==> src/sv/kwsc_pkg.sv <==
// ----------------------------------------------------------------------------
// kwsc_pkg
// Shared types and constants for the keyword substitution cipher.
// ----------------------------------------------------------------------------
`default_nettype none

package kwsc_pkg;

  // Field widths
  localparam int ACT_W  = 3;
  localparam int CHAR_W = 8;
  localparam int IDX_W  = 5;

  // First byte of each letter range
  localparam logic [CHAR_W-1:0] UPPER_FIRST = 8'h41;
  localparam logic [CHAR_W-1:0] LOWER_FIRST = 8'h61;

  // Action codes
  typedef enum logic [ACT_W-1:0] {
    ACT_CLEAR = 3'd0,
    ACT_KEY   = 3'd1,
    ACT_DONE  = 3'd2,
    ACT_ENC   = 3'd3,
    ACT_DEC   = 3'd4
  } act_e;

  // Control of one mapping table
  typedef struct packed {
    logic clr;  // return every entry to identity
    logic we;   // write one entry
  } tbl_ctl_t;

endpackage

`default_nettype wire

==> src/sv/keyword_substitution_cipher.sv <==
// ----------------------------------------------------------------------------
// keyword_substitution_cipher
// Keyword monoalphabetic substitution cipher, one action on one byte per item.
// ----------------------------------------------------------------------------
// Usage:
//   Input channel (in_valid_i / in_stall_o) carries action_i and char_in_i.
//   Output channel (out_valid_o / out_stall_i) carries char_out_o and
//   status_o; every input transfer yields exactly one output transfer.
//   Actions: clear key, add key letter, key done, encrypt, decrypt.
// Sequencing (one item at a time; no new input until the result is loaded out):
//   clear, key letter, non-letter text, unknown action, rejected key done:
//   straight to the result stage. Encrypt/decrypt of a letter: one forward or
//   inverse table read, then the result. Accepted key done: fill of the
//   forward table (one candidate letter per cycle), then the inverse table is
//   rebuilt from the forward table read port, then the result.
// Reset:
//   Both tables read as identity (per-entry valid bits cleared), key state
//   cleared. No clearing pass; the block is ready right after reset.
// Stall:
//   A finished result waits in the output register; the next item may be
//   accepted meanwhile and its result is held until the register frees up.
// ----------------------------------------------------------------------------
`default_nettype none

module keyword_substitution_cipher #(
  parameter int ALPHABET_SIZE = 26
) (
  input  wire logic                        clk_i,
  input  wire logic                        rst_ni,
  input  wire logic                        in_valid_i,
  output logic                             in_stall_o,
  input  wire logic [kwsc_pkg::ACT_W-1:0]  action_i,
  input  wire logic [kwsc_pkg::CHAR_W-1:0] char_in_i,
  output logic                             out_valid_o,
  input  wire logic                        out_stall_i,
  output logic      [kwsc_pkg::CHAR_W-1:0] char_out_o,
  output logic                             status_o
);

  localparam int AW       = $clog2(ALPHABET_SIZE);
  localparam int KLW      = $clog2(ALPHABET_SIZE + 1);
  localparam int UpperEnd = 'h41 + ALPHABET_SIZE;
  localparam int LowerEnd = 'h61 + ALPHABET_SIZE;

  typedef enum logic [2:0] {
    S_IDLE,
    S_LOOK,
    S_FILL,
    S_INV,
    S_INV_LAST,
    S_RESP
  } state_e;

  state_e                       state_q, state_d;
  logic [ALPHABET_SIZE-1:0]     used_q, used_d;
  logic [KLW-1:0]               klen_q, klen_d;
  logic                         bad_q, bad_d;
  logic [KLW-1:0]               nxt_q, nxt_d;
  logic [AW-1:0]                cnt_q, cnt_d;
  logic                         pend_q, pend_d;
  logic [AW-1:0]                widx_q, widx_d;
  logic                         lower_q, lower_d;
  logic                         dec_q, dec_d;
  logic [kwsc_pkg::CHAR_W-1:0]  res_char_q, res_char_d;
  logic                         res_stat_q, res_stat_d;
  logic                         out_valid_q, out_valid_d;
  logic [kwsc_pkg::CHAR_W-1:0]  char_out_q, char_out_d;
  logic                         status_q, status_d;

  logic                         accept;
  logic                         is_upper, is_lower, is_letter;
  logic [kwsc_pkg::CHAR_W-1:0]  c_off;
  logic [AW-1:0]                c_idx;
  logic                         out_free;
  logic [kwsc_pkg::CHAR_W-1:0]  base;
  logic [kwsc_pkg::IDX_W-1:0]   lut_val;

  kwsc_pkg::tbl_ctl_t           fwd_ctl, inv_ctl;
  logic [AW-1:0]                fwd_waddr, fwd_raddr, inv_waddr, inv_raddr;
  logic [kwsc_pkg::IDX_W-1:0]   fwd_wdata, inv_wdata, fwd_rdata, inv_rdata;

  // forward and inverse mapping tables
  kwsc_table #(.DEPTH(ALPHABET_SIZE)) u_fwd (
    .clk_i   (clk_i),
    .rst_ni  (rst_ni),
    .ctl_i   (fwd_ctl),
    .waddr_i (fwd_waddr),
    .wdata_i (fwd_wdata),
    .raddr_i (fwd_raddr),
    .rdata_o (fwd_rdata)
  );

  kwsc_table #(.DEPTH(ALPHABET_SIZE)) u_inv (
    .clk_i   (clk_i),
    .rst_ni  (rst_ni),
    .ctl_i   (inv_ctl),
    .waddr_i (inv_waddr),
    .wdata_i (inv_wdata),
    .raddr_i (inv_raddr),
    .rdata_o (inv_rdata)
  );

  // input byte classification
  assign is_upper  = (char_in_i >= kwsc_pkg::UPPER_FIRST) &&
                     (char_in_i < kwsc_pkg::CHAR_W'(UpperEnd));
  assign is_lower  = (char_in_i >= kwsc_pkg::LOWER_FIRST) &&
                     (char_in_i < kwsc_pkg::CHAR_W'(LowerEnd));
  assign is_letter = is_upper || is_lower;
  assign c_off     = is_lower ? (char_in_i - kwsc_pkg::LOWER_FIRST)
                              : (char_in_i - kwsc_pkg::UPPER_FIRST);
  assign c_idx     = c_off[AW-1:0];

  assign in_stall_o = (state_q != S_IDLE);
  assign accept     = in_valid_i && !in_stall_o;
  assign out_free   = !out_valid_q || !out_stall_i;

  // letter lookup result
  assign lut_val = dec_q ? inv_rdata : fwd_rdata;
  assign base    = lower_q ? kwsc_pkg::LOWER_FIRST : kwsc_pkg::UPPER_FIRST;

  // sequencer: key entry, fill, inverse rebuild, lookup
  always_comb begin
    state_d     = state_q;
    used_d      = used_q;
    klen_d      = klen_q;
    bad_d       = bad_q;
    nxt_d       = nxt_q;
    cnt_d       = cnt_q;
    pend_d      = pend_q;
    widx_d      = widx_q;
    lower_d     = lower_q;
    dec_d       = dec_q;
    res_char_d  = res_char_q;
    res_stat_d  = res_stat_q;
    out_valid_d = out_valid_q && out_stall_i;
    char_out_d  = char_out_q;
    status_d    = status_q;

    fwd_ctl   = '0;
    inv_ctl   = '0;
    fwd_waddr = klen_q[AW-1:0];
    fwd_wdata = kwsc_pkg::IDX_W'(c_idx);
    fwd_raddr = c_idx;
    inv_waddr = fwd_rdata[AW-1:0];
    inv_wdata = kwsc_pkg::IDX_W'(widx_q);
    inv_raddr = c_idx;

    case (state_q)
      S_IDLE: begin
        if (accept) begin
          res_char_d = char_in_i;
          res_stat_d = 1'b0;
          lower_d    = is_lower;
          state_d    = S_RESP;
          case (action_i)
            kwsc_pkg::ACT_CLEAR: begin
              used_d = '0;
              klen_d = '0;
              bad_d  = 1'b0;
            end
            kwsc_pkg::ACT_KEY: begin
              if (!is_letter) begin
                bad_d = 1'b1;
              end else if (!used_q[c_idx]) begin
                used_d[c_idx] = 1'b1;
                if (klen_q < KLW'(ALPHABET_SIZE)) begin
                  fwd_ctl.we = 1'b1;
                  klen_d     = klen_q + 1'b1;
                end
              end
            end
            kwsc_pkg::ACT_DONE: begin
              if (bad_q) begin
                res_stat_d  = 1'b1;
                fwd_ctl.clr = 1'b1;
                inv_ctl.clr = 1'b1;
              end else begin
                nxt_d   = '0;
                state_d = S_FILL;
              end
            end
            kwsc_pkg::ACT_ENC, kwsc_pkg::ACT_DEC: begin
              dec_d = (action_i == kwsc_pkg::ACT_DEC);
              if (is_letter) begin
                state_d = S_LOOK;
              end
            end
            default: begin
            end
          endcase
        end
      end

      S_LOOK: begin
        res_char_d = base + kwsc_pkg::CHAR_W'(lut_val);
        state_d    = S_RESP;
      end

      // one candidate letter per cycle, ascending
      S_FILL: begin
        if ((klen_q == KLW'(ALPHABET_SIZE)) || (nxt_q == KLW'(ALPHABET_SIZE))) begin
          cnt_d   = '0;
          pend_d  = 1'b0;
          state_d = S_INV;
        end else begin
          nxt_d = nxt_q + 1'b1;
          if (!used_q[nxt_q[AW-1:0]]) begin
            used_d[nxt_q[AW-1:0]] = 1'b1;
            fwd_ctl.we = 1'b1;
            fwd_wdata  = kwsc_pkg::IDX_W'(nxt_q[AW-1:0]);
            klen_d     = klen_q + 1'b1;
          end
        end
      end

      // read forward entry i, next cycle write inverse[forward[i]] = i
      S_INV: begin
        fwd_raddr = cnt_q;
        pend_d    = 1'b1;
        widx_d    = cnt_q;
        if (pend_q && (fwd_rdata < kwsc_pkg::IDX_W'(ALPHABET_SIZE))) begin
          inv_ctl.we = 1'b1;
        end
        if (cnt_q == AW'(ALPHABET_SIZE - 1)) begin
          state_d = S_INV_LAST;
        end else begin
          cnt_d = cnt_q + 1'b1;
        end
      end

      S_INV_LAST: begin
        if (pend_q && (fwd_rdata < kwsc_pkg::IDX_W'(ALPHABET_SIZE))) begin
          inv_ctl.we = 1'b1;
        end
        pend_d  = 1'b0;
        state_d = S_RESP;
      end

      // hand the result to the output register once it is free
      S_RESP: begin
        if (out_free) begin
          out_valid_d = 1'b1;
          char_out_d  = res_char_q;
          status_d    = res_stat_q;
          state_d     = S_IDLE;
        end
      end

      default: begin
        state_d = S_IDLE;
      end
    endcase
  end

  // state and registered outputs
  always_ff @(posedge clk_i or negedge rst_ni) begin
    if (!rst_ni) begin
      state_q     <= S_IDLE;
      used_q      <= '0;
      klen_q      <= '0;
      bad_q       <= 1'b0;
      pend_q      <= 1'b0;
      out_valid_q <= 1'b0;
    end else begin
      state_q     <= state_d;
      used_q      <= used_d;
      klen_q      <= klen_d;
      bad_q       <= bad_d;
      pend_q      <= pend_d;
      out_valid_q <= out_valid_d;
    end
  end

  // payload registers
  always_ff @(posedge clk_i) begin
    nxt_q      <= nxt_d;
    cnt_q      <= cnt_d;
    widx_q     <= widx_d;
    lower_q    <= lower_d;
    dec_q      <= dec_d;
    res_char_q <= res_char_d;
    res_stat_q <= res_stat_d;
    char_out_q <= char_out_d;
    status_q   <= status_d;
  end

  assign out_valid_o = out_valid_q;
  assign char_out_o  = char_out_q;
  assign status_o    = status_q;

  // key length always equals the number of letters marked used
  a_klen_count: assert property (@(posedge clk_i) disable iff (!rst_ni)
    klen_q == KLW'($countones(used_q)))
    else $error("key length out of step with used letters");

  // a new result appears only from the result stage
  a_out_src: assert property (@(posedge clk_i) disable iff (!rst_ni)
    $rose(out_valid_q) |-> $past(state_q) == S_RESP)
    else $error("output loaded outside result stage");

  // the last inverse write always has a pending forward read
  a_inv_last: assert property (@(posedge clk_i) disable iff (!rst_ni)
    state_q == S_INV_LAST |-> pend_q)
    else $error("inverse rebuild lost its last entry");

  // a table is never cleared and written in the same cycle
  a_clr_we: assert property (@(posedge clk_i) disable iff (!rst_ni)
    !(fwd_ctl.clr && fwd_ctl.we) && !(inv_ctl.clr && inv_ctl.we))
    else $error("table clear collides with write");

  // fill only runs while the key is good
  a_fill_good: assert property (@(posedge clk_i) disable iff (!rst_ni)
    state_q == S_FILL |-> !bad_q)
    else $error("fill started on rejected key");

endmodule

`default_nettype wire

==> src/sv/kwsc_ram.sv <==
// ----------------------------------------------------------------------------
// kwsc_ram
// Generic single-write, single-read RAM with registered read data.
// ----------------------------------------------------------------------------
`default_nettype none

module kwsc_ram #(
  parameter int WIDTH = 5,
  parameter int DEPTH = 26
) (
  input  wire logic                     clk_i,
  input  wire logic                     we_i,
  input  wire logic [$clog2(DEPTH)-1:0] waddr_i,
  input  wire logic [WIDTH-1:0]         wdata_i,
  input  wire logic [$clog2(DEPTH)-1:0] raddr_i,
  output logic      [WIDTH-1:0]         rdata_o
);

  logic [WIDTH-1:0] mem_q [DEPTH];
  logic [WIDTH-1:0] rdata_q;

  // write port and registered read port
  always_ff @(posedge clk_i) begin
    if (we_i) begin
      mem_q[waddr_i] <= wdata_i;
    end
    rdata_q <= mem_q[raddr_i];
  end

  assign rdata_o = rdata_q;

endmodule

`default_nettype wire

==> src/sv/kwsc_table.sv <==
// ----------------------------------------------------------------------------
// kwsc_table
// Mapping table: RAM plus one valid bit per entry. An entry never written
// since the last clear reads as its own index (identity mapping).
// ----------------------------------------------------------------------------
`default_nettype none

module kwsc_table #(
  parameter int DEPTH = 26
) (
  input  wire logic                      clk_i,
  input  wire logic                      rst_ni,
  input  wire kwsc_pkg::tbl_ctl_t        ctl_i,
  input  wire logic [$clog2(DEPTH)-1:0]  waddr_i,
  input  wire logic [kwsc_pkg::IDX_W-1:0] wdata_i,
  input  wire logic [$clog2(DEPTH)-1:0]  raddr_i,
  output logic      [kwsc_pkg::IDX_W-1:0] rdata_o
);

  localparam int AW = $clog2(DEPTH);

  logic [DEPTH-1:0]            vld_q;
  logic                        vld_rd_q;
  logic [AW-1:0]               raddr_q;
  logic [kwsc_pkg::IDX_W-1:0]  ram_rdata;

  kwsc_ram #(
    .WIDTH (kwsc_pkg::IDX_W),
    .DEPTH (DEPTH)
  ) u_ram (
    .clk_i   (clk_i),
    .we_i    (ctl_i.we),
    .waddr_i (waddr_i),
    .wdata_i (wdata_i),
    .raddr_i (raddr_i),
    .rdata_o (ram_rdata)
  );

  // valid bits: clear all at once, set on write
  always_ff @(posedge clk_i or negedge rst_ni) begin
    if (!rst_ni) begin
      vld_q    <= '0;
      vld_rd_q <= 1'b0;
    end else begin
      vld_rd_q <= vld_q[raddr_i];
      if (ctl_i.clr) begin
        vld_q <= '0;
      end else if (ctl_i.we) begin
        vld_q[waddr_i] <= 1'b1;
      end
    end
  end

  // read address follows the RAM read latency
  always_ff @(posedge clk_i) begin
    raddr_q <= raddr_i;
  end

  assign rdata_o = vld_rd_q ? ram_rdata : kwsc_pkg::IDX_W'(raddr_q);

endmodule

`default_nettype wire

==> config.mk <==
export PLATFORM = sky130hd
export DESIGN_NAME = keyword_substitution_cipher
export DESIGN_NICKNAME = d
export VERILOG_FILES = /design/src/sv/kwsc_pkg.sv /design/src/sv/keyword_substitution_cipher.sv /design/src/sv/kwsc_ram.sv /design/src/sv/kwsc_table.sv
export SDC_FILE = /design/constraint.sdc
export NUM_CORES = 1
export LEC_CHECK = 0
export ABC_AREA = 0
export ABC_CLOCK_PERIOD_IN_PS = 3600
export BUFFER_PORTS_ARGS = -buffer_cell sky130_fd_sc_hd__buf_2
export CAP_MARGIN = 25
export CORE_MARGIN = 10
export CORE_UTILIZATION = 50
export DETAILED_ROUTE_END_ITERATION = 8
export PLACE_DENSITY = 0.69
export SLEW_MARGIN = 20
export SYNTH_ARGS = -nofsm -noshare
export SYNTH_HDL_FRONTEND = slang
export SYNTH_SLANG_ARGS = --single-unit
==> constraint.sdc <==
create_clock -name clk_i -period 3.6 [get_ports clk_i]
set_input_delay 0.72 -clock clk_i [delete_from_list [all_inputs] [get_ports clk_i]]
set_output_delay 0.72 -clock clk_i [all_outputs]
set_load 0.02 [all_outputs]
======== After elaboration in Yosys (flattened, before gate mapping) ========
Memories as Yosys holds them, arrays and structs flattened. A register that Yosys moved wholly into a read port is not among the register bits.
Cells that the tools add are included.
operators by class
  add/subtract/negate cells ............... 6
  multiply operators ...................... 0
  div/mod/pow operators ................... 0
  order comparisons ....................... 15
  eq/ne operators ......................... 26
  shifts and indexed selects .............. 0
  mux-type cells .......................... 87
  bitwise logic cells ..................... 4
  reduce and logical (&&, ||, !) cells .... 39
operator list
  operator                                                                             count
  26-bit two-way mux                                                                   9
  26-bit OR                                                                            4
  26-bit one-hot mux with 2 select lines                                               2
  5-bit two-way mux                                                                    20
  5-bit one-hot mux with 2 select lines                                                4
  5-bit by 6-bit < comparator with 1-bit output, second input constant                 5
  1-bit two-way mux                                                                    29
  1-bit binary-select mux with 5-bit select                                            4
  1-bit demux with 5-bit select                                                        4
  5-bit by 1-bit greater-or-equal comparator with 1-bit output, second input constant  4
  3-bit two-way mux                                                                    6
  2-bit inequality test, second input constant                                         9
  8-bit by 7-bit greater-or-equal comparator with 1-bit output, second input constant  2
  8-bit by 7-bit < comparator with 1-bit output, second input constant                 2
  8-bit one-hot mux with 2 select lines                                                1
  5-bit by 1-bit adder with 5-bit output, second input constant                        3
  5-bit equality test, second input constant                                           3
  3-bit one-hot mux with 5 select lines                                                1
  3-bit by 2-bit equality test with 1-bit output, second input constant                4
  2-bit nonzero test                                                                   6
  5-bit < comparator, second input constant                                            2
  5-bit by 1-bit subtractor with 5-bit output, second input constant                   2
  3-bit equality test, second input constant                                           3
  1-bit logical AND                                                                    9
  other kinds (22)                                                                     39
storage, ports and cells
  flip-flop bits (word level) ............. 136
  latch bits .............................. 0
  bits in writable memories ............... 260
  ROM bits ................................ 0
  input bits .............................. 15
  output and inout bits ................... 11
  word-level logic and storage cells ...... 200
  memories ................................ 2
memory list
  name               words  bits a word  read ports  clocked after memory_dff  wr ports  RTL line        RTL
  u_fwd.u_ram.mem_q  26     5            1           1                         1         kwsc_ram.sv:19  logic [WIDTH-1:0] mem_q [DEPTH];
  u_inv.u_ram.mem_q  26     5            1           1                         1         kwsc_ram.sv:19

======== Longest topological paths before layout ========
Gate-level depths: netlist (run 1).
  depth after elaboration ................. 13
  mapped depth ............................ 16
  gate-level depth less buffers ........... 12

======== Cells and area by module ========
A second synthesis (run 1) with hierarchy kept.
second synthesis, totals
  cells, all modules ...................... 1311
  area, all modules ....................... 18031.0 um2
modules (own cells, without submodules)
  module                       times used  cells an instance  area an instance (um2)  seq. area each (um2)
  kwsc_ram                     2           314                5366.4                  4003.8
  keyword_substitution_cipher  1           433                4504.3                  1976.9
  kwsc_table at u_inv          1           125                1398.8                  775.7
  kwsc_table at u_fwd          1           125                1395.1                  775.7

======== Least setup slack after synthesis (run 1) ========
OpenSTA, ideal clock, no wires.
  kind .................................... input-to-reg
  start point ............................. input port char_in_i[0] (netlist name)
  end point ............................... memory u_fwd.u_ram.mem_q[11][0] (enable)
  library setup time ...................... 340 ps
  arrival time ............................ 3467 ps
  slack ................................... -206 ps
  stages on the path ...................... 15
  path buffers ............................ 4
  cells stage by stage .................... buf_4 > buf_4 > inv_1 > ha_1 > nor3b_4 > xnor2_4 > clkinv_4 > mux2_1 > o22ai_2 > nor3_4 > o31ai_4 > buf_4 > buf_6 > nand2_1 > nor2_1
between the ends
  cells in the longest elaborated chain, start to end .. 12
RTL lines
  what                                                                                                                           RTL line                                                                RTL
  from (decl)                                                                                                                    keyword_substitution_cipher.sv:33                                       input wire logic [kwsc_pkg::CHAR_W-1:0] char_in_i,
  8-bit by 7-bit greater-or-equal comparator with 1-bit output or 8-bit by 7-bit < comparator with 1-bit output (tied branches)  keyword_substitution_cipher.sv:106, keyword_substitution_cipher.sv:107
  1-bit logical AND                                                                                                              keyword_substitution_cipher.sv:106                                      assign is_lower = (char_in_i >= kwsc_pkg::LOWER_FIRST) &&
  5-bit two-way mux *                                                                                                            keyword_substitution_cipher.sv:109                                      assign c_off = is_lower ? (char_in_i - kwsc_pkg::LOWER_FIRST)
  named net c_off (one bit)                                                                                                      keyword_substitution_cipher.sv:72                                       logic [kwsc_pkg::CHAR_W-1:0] c_off;
  1-bit binary-select mux with 5-bit select *                                                                                    keyword_substitution_cipher.sv:164                                      end else if (!used_q[c_idx]) begin
  1-bit two-way mux (implied by the code) *                                                                                      keyword_substitution_cipher.sv:164
  1-bit two-way mux *                                                                                                            keyword_substitution_cipher.sv:164
  1-bit two-way mux *                                                                                                            keyword_substitution_cipher.sv:162                                      if (!is_letter) begin
  1-bit two-way mux *                                                                                                            keyword_substitution_cipher.sv:155                                      case (action_i)
  2-bit two-way mux *                                                                                                            keyword_substitution_cipher.sv:150                                      if (accept) begin
  1-bit one-hot mux with 2 select lines *                                                                                        keyword_substitution_cipher.sv:148                                      case (state_q)
  1-bit two-way mux *                                                                                                            kwsc_ram.sv:24                                                          if (we_i) begin
  1-bit two-way mux (implied by the code) *                                                                                      kwsc_ram.sv:25                                                          mem_q[waddr_i] <= wdata_i;
  to (decl)                                                                                                                      kwsc_ram.sv:19
Mark *: on every way through the listed nets, which the timed path passes. The rest lies on a longest branch. The select of a mux whose other input is x is not followed.

======== Worst setup path after layout (run 1) ========
  start point ............................. register state_q[0]
  end point ............................... register u_fwd.u_ram.rdata_q[4] (netlist: u_fwd.u_ram.rdata_o[4]) (read register of u_fwd.u_ram.mem_q)
between the ends
  cells in the longest elaborated chain, start to end .. 2
RTL lines
  what                                            RTL line                            RTL
  from (decl)                                     keyword_substitution_cipher.sv:54   state_e state_q, state_d;
  from (signal assigned)                          keyword_substitution_cipher.sv:265  state_q <= state_d;
  3-bit by 2-bit equality test with 1-bit output  keyword_substitution_cipher.sv:148
  5-bit two-way mux                               keyword_substitution_cipher.sv:148
  to (decl)                                       kwsc_ram.sv:20                      logic [WIDTH-1:0] rdata_q;
No other way between the ends.
A chain may end at the register's enable or synchronous reset.

==> results.py, run 1 <==
metrics = {
    "floorplanning": {
        "die_h_um": 209,
        "fp.dieW_um": 209,
        "design.die.area_sq_mm": 0.0437,
        "rows": 69,
        "io_pins": 26,
        "initial_core_util": 0.504,
        "core_area_sq_mm": 0.0354,
    },
    "sta": {
        "finalMaxSlewViolations": 0,
        "period_needed_ns": 3.23,
        "relSlewSlack": 0.335,
        "final.period_utilization": 0.897,
        "fmaxAchievable_mhz": 310,
        "whs_ns": 0.235,
        "hold_viol_final": 0,
        "setup_tns_ns": 0,
        "tightest_slew_ns": 0.997,
        "finalSetupViolCount": 0,
        "grt_setup_unrepaired": "no",
        "setup_slack_ns": 0.370,
        "skew_ns": 0.0210,
    },
    "clocking": {
        "cts_made_buffers": 40,
        "cts_resized": 0,
        "cts.path.max_buffers": 3,
        "cts_sinks": 406,
        "cts_tree": "yes",
        "root_buffer": "clkbuf_16",
        "cts_hold_buf": 0,
        "cts_max_level": 2,
        "clk_pin_slew_worst_paths_ns": 0.06,
        "insertion_delay_ns": 0.55,
        "postCtsSetupRepairBufs": 0,
    },
    "drt": {
        "drt-wirelength-per-cell_um": 22.9,
        "drc": 0,
        "vias_per_cell": 6.14,
        "drtIter0Drc": 1360,
        "postRouteAntennaNets": 0,
        "drt-total-wl_um": 43600,
        "vias": 11700,
        "firstDrtPassIters": 6,
    },
    "place": {
        "dpl_worst_slack_ns": 0.127,
        "gp_congestion": 0.909,
        "portBuffers": 25,
        "dp_hpwl_um": 28000,
        "placed_cell_area_sq_mm": 0.0187,
        "dpl.cell_count": 1831,
    },
    "synth": {
        "synth_ff_type": "edfxtp_1",
        "syn_area_sq_mm": 0.0179,
        "ys_seq_area_frac": 0.646,
        "synth-edff-count": 295,
        "synth.distinct_cells": 70,
        "ys_async_sr_fraction": 0.224,
        "yosys_warnings": 0,
        "synth_nets": 1423,
        "ys_ff_latch": 406,
        "syn_inst": 1393,
        "post_synth.cell_area_avg_sq_um": 12.8,
    },
    "grt": {
        "grt_pass1_wl_um": 67600,
        "grtUsageTotal": 0.197,
        "first_global_vias": 11300,
        "grtUsageMet2": 0.313,
        "grt.met3_usage": 0.0334,
        "grt-ovfl-total": 0,
        "grt.busiest_layer": "met2",
        "grt_max_degree": 78,
        "antenna_found_initial": 0,
        "grt_use_met1": 0.271,
    },
    "finish": {
        "final_design_area_no_fill_sq_mm": 0.0199,
        "diodes": 0,
        "stdcell_count": 1905,
        "final_core_util": 0.563,
        "n_fill_cell": 2791,
        "final_cell_mix": "edfxtp_1 (295), nand2_1 (206), nor2_1 (137)",
        "nets": 1442,
        "drive_gt1_frac": 0.150,
        "syn_to_final_growth_pct": 11.7,
        "final_common_cell": "edfxtp_1",
    },
    "setup_path": {
        "rr_startpoint": "state_q[0]",
        "r2r_setup_slack_ns": 0.37,
        "r2r_end": "u_fwd.u_ram.rdata_o[4]",
        "crit_buf_inv": 2,
        "slowest_stage": "dfrtp_1",
        "critPathKind": "reg -> reg",
        "critPathTopFamily": "compound AO/OA/AOI/OAI gates",
        "arrival_ns": 3.71,
        "required_ns": 4.08,
        "cp-start-kind": "register",
        "slowest_delay_ns": 0.55,
        "crit_chain": "nand3b_1 -> inv_1 -> mux2i_4 -> buf_12 -> nand2_1 -> and3_1 -> a311oi_1 -> a311oi_1 -> a311oi_1 -> a21o_1",
        "rr_worst_depth": 10,
        "cpMostUsedCell": "a311oi_1",
        "cp_max_fo": 77,
        "cp-end-kind": "register",
    },
    "power": {
        "power.total_mw": 11.3,
        "p_leak_nw": 7.28,
        "powerDensity_mw_per_mm2": 569,
        "ir_drop_mv": 0.411,
    },
    "status": {
        "status": "finished clean",
    },
    "min_path": {
        "hp-class": "in -> async",
    },
    "job": {
        "maxCapViolations": 0,
    },
}
-- layer usage --
metal  wire, um  vias up
met5          0        -
met4       1040        0
met3       3450       78
met2      20500      533
met1      18700     5846
li1           -     5233
-- final cells by class --
type                    instances  area [sq um]  share of cell area
flip-flops and latches        406         11500               0.578
multi-input cells             871          5950               0.298
clock buffers                  54          1090              0.0548
well taps                     461           577              0.0289
repair buffers                 68           507              0.0254
clock inverters                20           180             0.00903
inverters                      25          98.8             0.00496
-- cell families (layout without fill, tap and decap cells) --
family,after synthesis,after routing,share of synthesized area
AND/OR/NAND/NOR,520,520,0.131
XOR/XNOR,13,13,0.00743
AO/OA/AOI/OAI,241,241,0.0964
multiplexers,82,82,0.0797
buffers and inverters,116,167,0.0286
flip-flops,406,406,0.646
adder cells (fa/ha/maj),15,15,0.0105
-- cells in the mapped netlist (14+ instances only) --
| library cell | number | area, sq um |
|---|---|---|
| nand3_1 | 61 | 305 |
| nor2_1 | 144 | 541 |
| a32o_1 | 15 | 150 |
| a21oi_1 | 43 | 215 |
| o21ai_0 | 22 | 110 |
| inv_1 | 24 | 90.1 |
| o21a_1 | 33 | 248 |
| buf_2 | 23 | 115 |
| edfxtp_1 | 295 | 8860 |
| and3_1 | 39 | 244 |
| dfxtp_1 | 20 | 400 |
| nor3_1 | 14 | 70.1 |
| mux4_2 | 47 | 1060 |
| a31oi_1 | 42 | 263 |
| mux2i_1 | 26 | 260 |
| nand2_1 | 206 | 773 |
| clkbuf_1 | 57 | 214 |
| dfrtp_1 | 91 | 2280 |
| a311oi_1 | 32 | 280 |
| ha_1 | 15 | 188 |
-- registers in the layout, summed over array words and instances, names as in the netlist, 8 cells and up --
signal	cells
char_out_o	8
res_char_q	8
u_inv.u_ram.mem_q	130
used_q	26
u_fwd.u_ram.mem_q	130
u_inv.vld_q	26
u_fwd.vld_q	26
-- how the worst max path moves through the flow --
stage | startpoint | endpoint | slack [ns] | cells after the start
after floorplan | char_in_i[0] | u_fwd.u_ram.mem_q[11][0] | 0.008 | 15
after global routing | state_q[0] | u_fwd.u_ram.rdata_o[4] | 0.25 | 11
after CTS | nxt_q[0] | u_fwd.u_ram.mem_q[11][0] | 0.42 | 9
after detailed placement | char_in_i[1] | u_fwd.u_ram.mem_q[11][0] | 0.13 | 13
final | state_q[0] | u_fwd.u_ram.rdata_o[4] | 0.37 | 10
after global placement | char_in_i[1] | u_fwd.u_ram.mem_q[14][4] | 0.17 | 13
-- worst register-to-register path: stages, from the launching register on --
cell and delay [ns]:
dfrtp_1 0.55, nand3b_1 0.16, inv_1 0.41, mux2i_4 0.41, buf_12 0.33, nand2_1 0.16
and3_1 0.19, a311oi_1 0.43, a311oi_1 0.14, a311oi_1 0.25, a21o_1 0.13
-- power breakdown --
group          internal [mW]  switching, mW  total [mW]
registers               5.37          0.195        5.56
clock network           2.24           1.76        4.00
logic                  0.608           1.18        1.79
Power figures use the tool's default switching activity.
==> inputs of run 2 (changes only) <==
--- a/config.mk
+++ b/config.mk
@@ -9,11 +9,13 @@
 export ABC_CLOCK_PERIOD_IN_PS = 3600
 export BUFFER_PORTS_ARGS = -buffer_cell sky130_fd_sc_hd__buf_2
 export CAP_MARGIN = 25
+export CELL_PAD_IN_SITES_DETAIL_PLACEMENT = 1
+export CELL_PAD_IN_SITES_GLOBAL_PLACEMENT = 2
 export CORE_MARGIN = 10
-export CORE_UTILIZATION = 50
+export CORE_UTILIZATION = 45
 export DETAILED_ROUTE_END_ITERATION = 8
-export PLACE_DENSITY = 0.69
-export SLEW_MARGIN = 20
+export PLACE_DENSITY = 0.83
+export SLEW_MARGIN = 5
 export SYNTH_ARGS = -nofsm -noshare
 export SYNTH_HDL_FRONTEND = slang
 export SYNTH_SLANG_ARGS = --single-unit
==> run 2 against run 1 <==
Utilization down 4.2 points. Total power grew 5.2%. Combinational power up 6%. Largest cell class unchanged. Maximum frequency fell by 3.2%. Largest power group unchanged. Register-to-register slack worse by 0.11 ns. Cell count increased by 3.9%. Critical path type unchanged.
==> results.py, run 2 (synthesized netlist as in run 1, its figures left out) <==
metrics = {
    "status": {
        "status": "finished clean",
    },
    "clocking": {
        "cts_tree": "yes",
        "clk_pin_slew_worst_paths_ns": 0.06,
        "cts_max_level": 2,
        "root_buffer": "clkbuf_16",
        "cts.path.max_buffers": 3,
        "cts_resized": 0,
        "postCtsSetupRepairBufs": 0,
        "cts_made_buffers": 44,
        "cts_hold_buf": 0,
        "cts_sinks": 406,
        "insertion_delay_ns": 0.59,
    },
    "finish": {
        "stdcell_count": 1980,
        "drive_gt1_frac": 0.157,
        "final_cell_mix": "edfxtp_1 (295), nand2_1 (206), nor2_1 (137)",
        "diodes": 0,
        "final_common_cell": "edfxtp_1",
        "n_fill_cell": 3923,
        "multi_input_area_sq_mm": 0.00595,
        "final_design_area_no_fill_sq_mm": 0.0203,
        "syn_to_final_growth_pct": 13.6,
        "nets": 1456,
        "regArea_sq_mm": 0.0115,
        "reg_top3": "u_fwd.u_ram.mem_q x130, u_inv.u_ram.mem_q x130",
    },
    "power": {
        "power.total_mw": 11.9,
        "p_leak_nw": 7.44,
        "powerDensity_mw_per_mm2": 589,
        "ir_drop_mv": 0.343,
    },
    "drt": {
        "vias": 12000,
        "drc": 0,
        "drt-total-wl_um": 50200,
        "postRouteAntennaNets": 0,
        "drt-wirelength-per-cell_um": 25.4,
        "drtIter0Drc": 1211,
        "firstDrtPassIters": 5,
        "vias_per_cell": 6.05,
    },
    "sta": {
        "setup_slack_ns": 0.265,
        "fmaxAchievable_mhz": 300,
        "finalSetupViolCount": 0,
        "grt_setup_unrepaired": "no",
        "setup_tns_ns": 0,
        "tightest_slew_ns": 1.02,
        "relSlewSlack": 0.316,
        "period_needed_ns": 3.34,
        "skew_ns": 0.0267,
        "finalMaxSlewViolations": 0,
        "final.period_utilization": 0.926,
        "hold_viol_final": 0,
    },
    "floorplanning": {
        "io_pins": 26,
        "design.die.area_sq_mm": 0.0480,
        "initial_core_util": 0.459,
        "core_area_sq_mm": 0.0389,
        "rows": 72,
        "fp.dieW_um": 219,
        "die_h_um": 219,
    },
    "setup_path": {
        "slowest_delay_ns": 0.82,
        "cpMostUsedCell": "buf_4",
        "cp_max_fo": 26,
        "critPathTopFamily": "compound AO/OA/AOI/OAI gates",
        "cp-start-kind": "register",
        "crit_buf_inv": 2,
        "critPathKind": "reg -> reg",
        "cp-end-kind": "register",
        "rr_worst_depth": 7,
        "required_ns": 3.82,
        "slowest_stage": "a21oi_4",
        "arrival_ns": 3.56,
        "crit_chain": "buf_4 -> mux4_2 -> a32o_1 -> a31oi_1 -> nand4_1 -> buf_4 -> a21oi_4",
        "cp.depth": 7,
    },
    "grt": {
        "grt-ovfl-total": 0,
        "first_global_vias": 12600,
        "grt_max_degree": 63,
        "antenna_found_initial": 1,
        "grtUsageTotal": 0.211,
        "grt_pass1_wl_um": 77000,
    },
    "place": {
        "portBuffers": 25,
        "dpl.cell_count": 1896,
        "dpl_worst_slack_ns": 0.0777,
        "dp_hpwl_um": 32900,
        "placed_cell_area_sq_mm": 0.0188,
        "gp_congestion": 0.857,
    },
    "job": {
        "maxCapViolations": 0,
    },
    "min_path": {
        "hp-class": "in -> async",
    },
}
## run 2: stage by stage
step / util / hold slack, ns
final: 0.521 / 0.188
after global routing: 0.521 / 0.218
after CTS: 0.520 / 0.191
after detailed placement: 0.483 / 0.409
after global placement: 0.483 / 0.401
after floorplan: - / 0.400
## run 2: path summary, 6_finish.rpt
path | start | endpoint | slack, ns
worst max register to register | nxt_q[0] | u_fwd.u_ram.mem_q[16][1] | 0.26
worst min register to register | res_char_q[5] | char_out_o[5] | 0.42
worst min-delay path | rst_ni | out_valid_o | 0.19
worst max-delay path | nxt_q[0] | u_fwd.u_ram.mem_q[16][1] | 0.26
min in group clk_i | out_stall_i | out_valid_o | 0.40
max in group asynchronous | rst_ni | u_inv.vld_q[4] | 2.64
## run 2: layout make-up
type / count / share of cell area
sequential: 406 / 0.569
multi-input combinational: 871 / 0.293
clock buffer: 63 / 0.0603
tap: 518 / 0.0320
timing repair buffer: 78 / 0.0299
clock inverter: 19 / 0.0108
inverter: 25 / 0.00487
## run 2: where the power goes
part	internal, mW	switching (mW)	leakage (nW)
logic	0.623	1.27	2.71
clock network	2.60	1.87	0.703
registers	5.37	0.206	4.03
total	8.59	3.34	7.44
## run 2: layer usage
| layer | vias to the layer above | GRT usage | part of all wire |
|---|---|---|---|
| met3 | 80 | 0.0323 | 0.058 |
| li1 | 5277 | - | - |
| met1 | 6248 | 0.286 | 0.44 |
| met4 | 0 | 0.0602 | 0.021 |
| met2 | 378 | 0.345 | 0.48 |
| met5 | - | 0 | 0 |
==> inputs of run 3 (changes only) <==
==> constraint.sdc (replaced) <==
create_clock -name clk_i -period 3.6 [get_ports clk_i]
set_input_delay 0.18 -clock clk_i [delete_from_list [all_inputs] [get_ports clk_i]]
set_output_delay 0.18 -clock clk_i [all_outputs]
set_load 0.1 [all_outputs]
==> run 3 against run 2 <==
Die area stayed put. Register-to-register slack better by 0.11 ns. First-iteration DRC count is 19% higher. Largest power group unchanged. Worst hold slack worse by 0.13 ns. Clock power is 3% higher. Cell area is 0.43% lower. Sequential share of layout area is 0.25 points higher. Highest routed layer unchanged. Non-clock buffer count stayed put. Clock skew is 0.00085 ns lower. Sequential power hardly changed. Via count is 0.28% lower. Combinational power is 16% higher. Critical endpoint is now u_fwd.u_ram.mem_q[14][1].
==> results.py, run 3 (synthesized netlist as in run 1, its figures left out) <==
metrics = {
    "drt": {
        "drt-wirelength-per-cell_um": 25.7,
        "drtIter0Drc": 1436,
        "vias_per_cell": 6.04,
        "vias": 12000,
        "firstDrtPassIters": 5,
        "drt-total-wl_um": 50900,
        "postRouteAntennaNets": 0,
        "drc": 0,
    },
    "grt": {
        "grt.met3_usage": 0.0392,
        "grt-ovfl-total": 0,
        "grt_max_degree": 49,
        "grtUsageMet2": 0.350,
        "grtUsageTotal": 0.214,
        "first_global_vias": 12400,
        "antenna_found_initial": 0,
        "grt.busiest_layer": "met2",
        "grt_use_met1": 0.291,
        "grt_pass1_wl_um": 78400,
    },
    "power": {
        "power_frac_clock": 0.372,
        "intPower_mw": 8.69,
        "netSwitchingFraction": 0.297,
        "seq_power_share": 0.451,
        "powerDensity_mw_per_mm2": 613,
        "ir_drop_mv": 0.342,
        "p_comb_frac": 0.177,
        "p_sw_mw": 3.68,
        "p_leak_nw": 7.43,
    },
    "floorplanning": {
        "rows": 72,
        "die_h_um": 219,
        "core_area_sq_mm": 0.0389,
        "initial_core_util": 0.459,
        "design.die.area_sq_mm": 0.0480,
        "io_pins": 26,
        "fp.dieW_um": 219,
    },
    "min_path": {
        "hp-class": "in -> reg",
        "hold-path-cell-count": 2,
        "min_from": "action_i[0]",
        "min_to": "dec_q",
    },
    "setup_path": {
        "critPathKind": "reg -> reg",
        "rr_startpoint": "nxt_q[0]",
        "required_ns": 3.83,
        "cp_max_fo": 32,
        "arrival_ns": 3.45,
        "rr_worst_depth": 11,
        "cp-end-kind": "register",
        "r2r_setup_slack_ns": 0.37,
        "cp-start-kind": "register",
        "r2r_end": "u_fwd.u_ram.mem_q[14][1]",
    },
    "finish": {
        "drive_gt1_frac": 0.150,
        "diodes": 0,
        "n_fill_cell": 3887,
        "syn_to_final_growth_pct": 13.1,
        "nets": 1456,
        "final_core_util": 0.519,
        "final_cell_mix": "edfxtp_1 (295), nand2_1 (206), nor2_1 (143)",
        "final_common_cell": "edfxtp_1",
        "reg_top3": "u_fwd.u_ram.mem_q x130, u_inv.u_ram.mem_q x130",
    },
    "clocking": {
        "cts_max_level": 2,
        "cts_sinks": 406,
        "root_buffer": "clkbuf_16",
        "cts.path.max_buffers": 3,
        "cts_made_buffers": 44,
        "insertion_delay_ns": 0.59,
        "cts_resized": 0,
        "clk_pin_slew_worst_paths_ns": 0.06,
        "cts_tree": "yes",
    },
    "sta": {
        "grt_setup_unrepaired": "no",
        "relSlewSlack": 0.350,
        "setup_tns_ns": 0,
        "whs_ns": 0.0610,
        "tightest_slew_ns": 0.974,
        "hold_viol_final": 0,
        "period_needed_ns": 3.23,
        "final.period_utilization": 0.896,
        "finalSetupViolCount": 0,
        "finalMaxSlewViolations": 0,
        "skew_ns": 0.0258,
        "fmaxAchievable_mhz": 310,
        "setup_slack_ns": 0.374,
    },
    "job": {
        "maxCapViolations": 0,
    },
    "place": {
        "portBuffers": 25,
        "dpl_worst_slack_ns": 0.434,
        "gp_congestion": 0.832,
        "dp_hpwl_um": 32200,
    },
    "status": {
        "status": "finished clean",
    },
}
run 3: cell type report:
type / instances / area (sq um) / area share
clock buffers: 61 / 1240 / 0.0612
clock inverters: 21 / 238 / 0.0118
inverters: 25 / 98.8 / 0.00489
multi-input cells: 871 / 5860 / 0.290
flip-flops and latches: 406 / 11500 / 0.571
well taps: 518 / 648 / 0.0321
repair buffers: 78 / 578 / 0.0286
run 3: power groups by stage:
stage	combinational, mW	sequential [mW]	clock, mW
2_1_floorplan	1.16	5.90	0
3_3_place_gp	2.12	5.65	0
3_5_place_dp	2.16	5.66	0
4_1_cts	2.19	5.57	4.69
5_1_grt	2.35	5.61	4.88
6_report	2.19	5.57	4.60
run 3: how the worst max path moves through the flow:
stage                 start                        to  cells past startpoint
2_1_floorplan  char_in_i[0]  u_fwd.u_ram.mem_q[11][0]                     15
3_3_place_gp   char_in_i[1]  u_fwd.u_ram.mem_q[11][4]                     13
3_5_place_dp   char_in_i[1]   u_fwd.u_ram.mem_q[9][1]                     13
4_1_cts            nxt_q[0]  u_fwd.u_ram.mem_q[14][1]                     11
5_1_grt            nxt_q[0]  u_fwd.u_ram.mem_q[14][4]                     11
6_report           nxt_q[0]  u_fwd.u_ram.mem_q[14][1]                     11
run 3: worst max-delay path: stages (launching register included):
cell and delay, ns:
edfxtp_1 0.54, buf_4 0.23, inv_1 0.07, ha_1 0.34
nor2b_1 0.15, o21ai_0 0.10, a31oi_1 0.27, nand4_1 0.25
o31ai_4 0.15, buf_12 0.23, nand2_1 0.10, nor2_1 0.43
run 3: layer usage:
| metal | vias up | part of all wire |
|---|---|---|
| met5 | - | 0 |
| met4 | 0 | 0.022 |
| met3 | 83 | 0.059 |
| met2 | 387 | 0.48 |
| met1 | 6210 | 0.43 |
| li1 | 5270 | - |
run 3: stage by stage:
stage / std cells / power (mW) / cell area [sq um]
final: 1980 / 12.4 / 20200
after global placement: 1890 / 7.76 / 18600
after detailed placement: 1891 / 7.82 / 18600
after global routing: 1980 / 12.8 / 20200
after CTS: 1980 / 12.5 / 20200
after floorplan: 1393 / 7.06 / 17900
run 3: timing repair:
item	4_1_cts	5_1_grt
hold buffers	7	0
endpoints found under the hold margin	53	0
buffers inserted	0	0
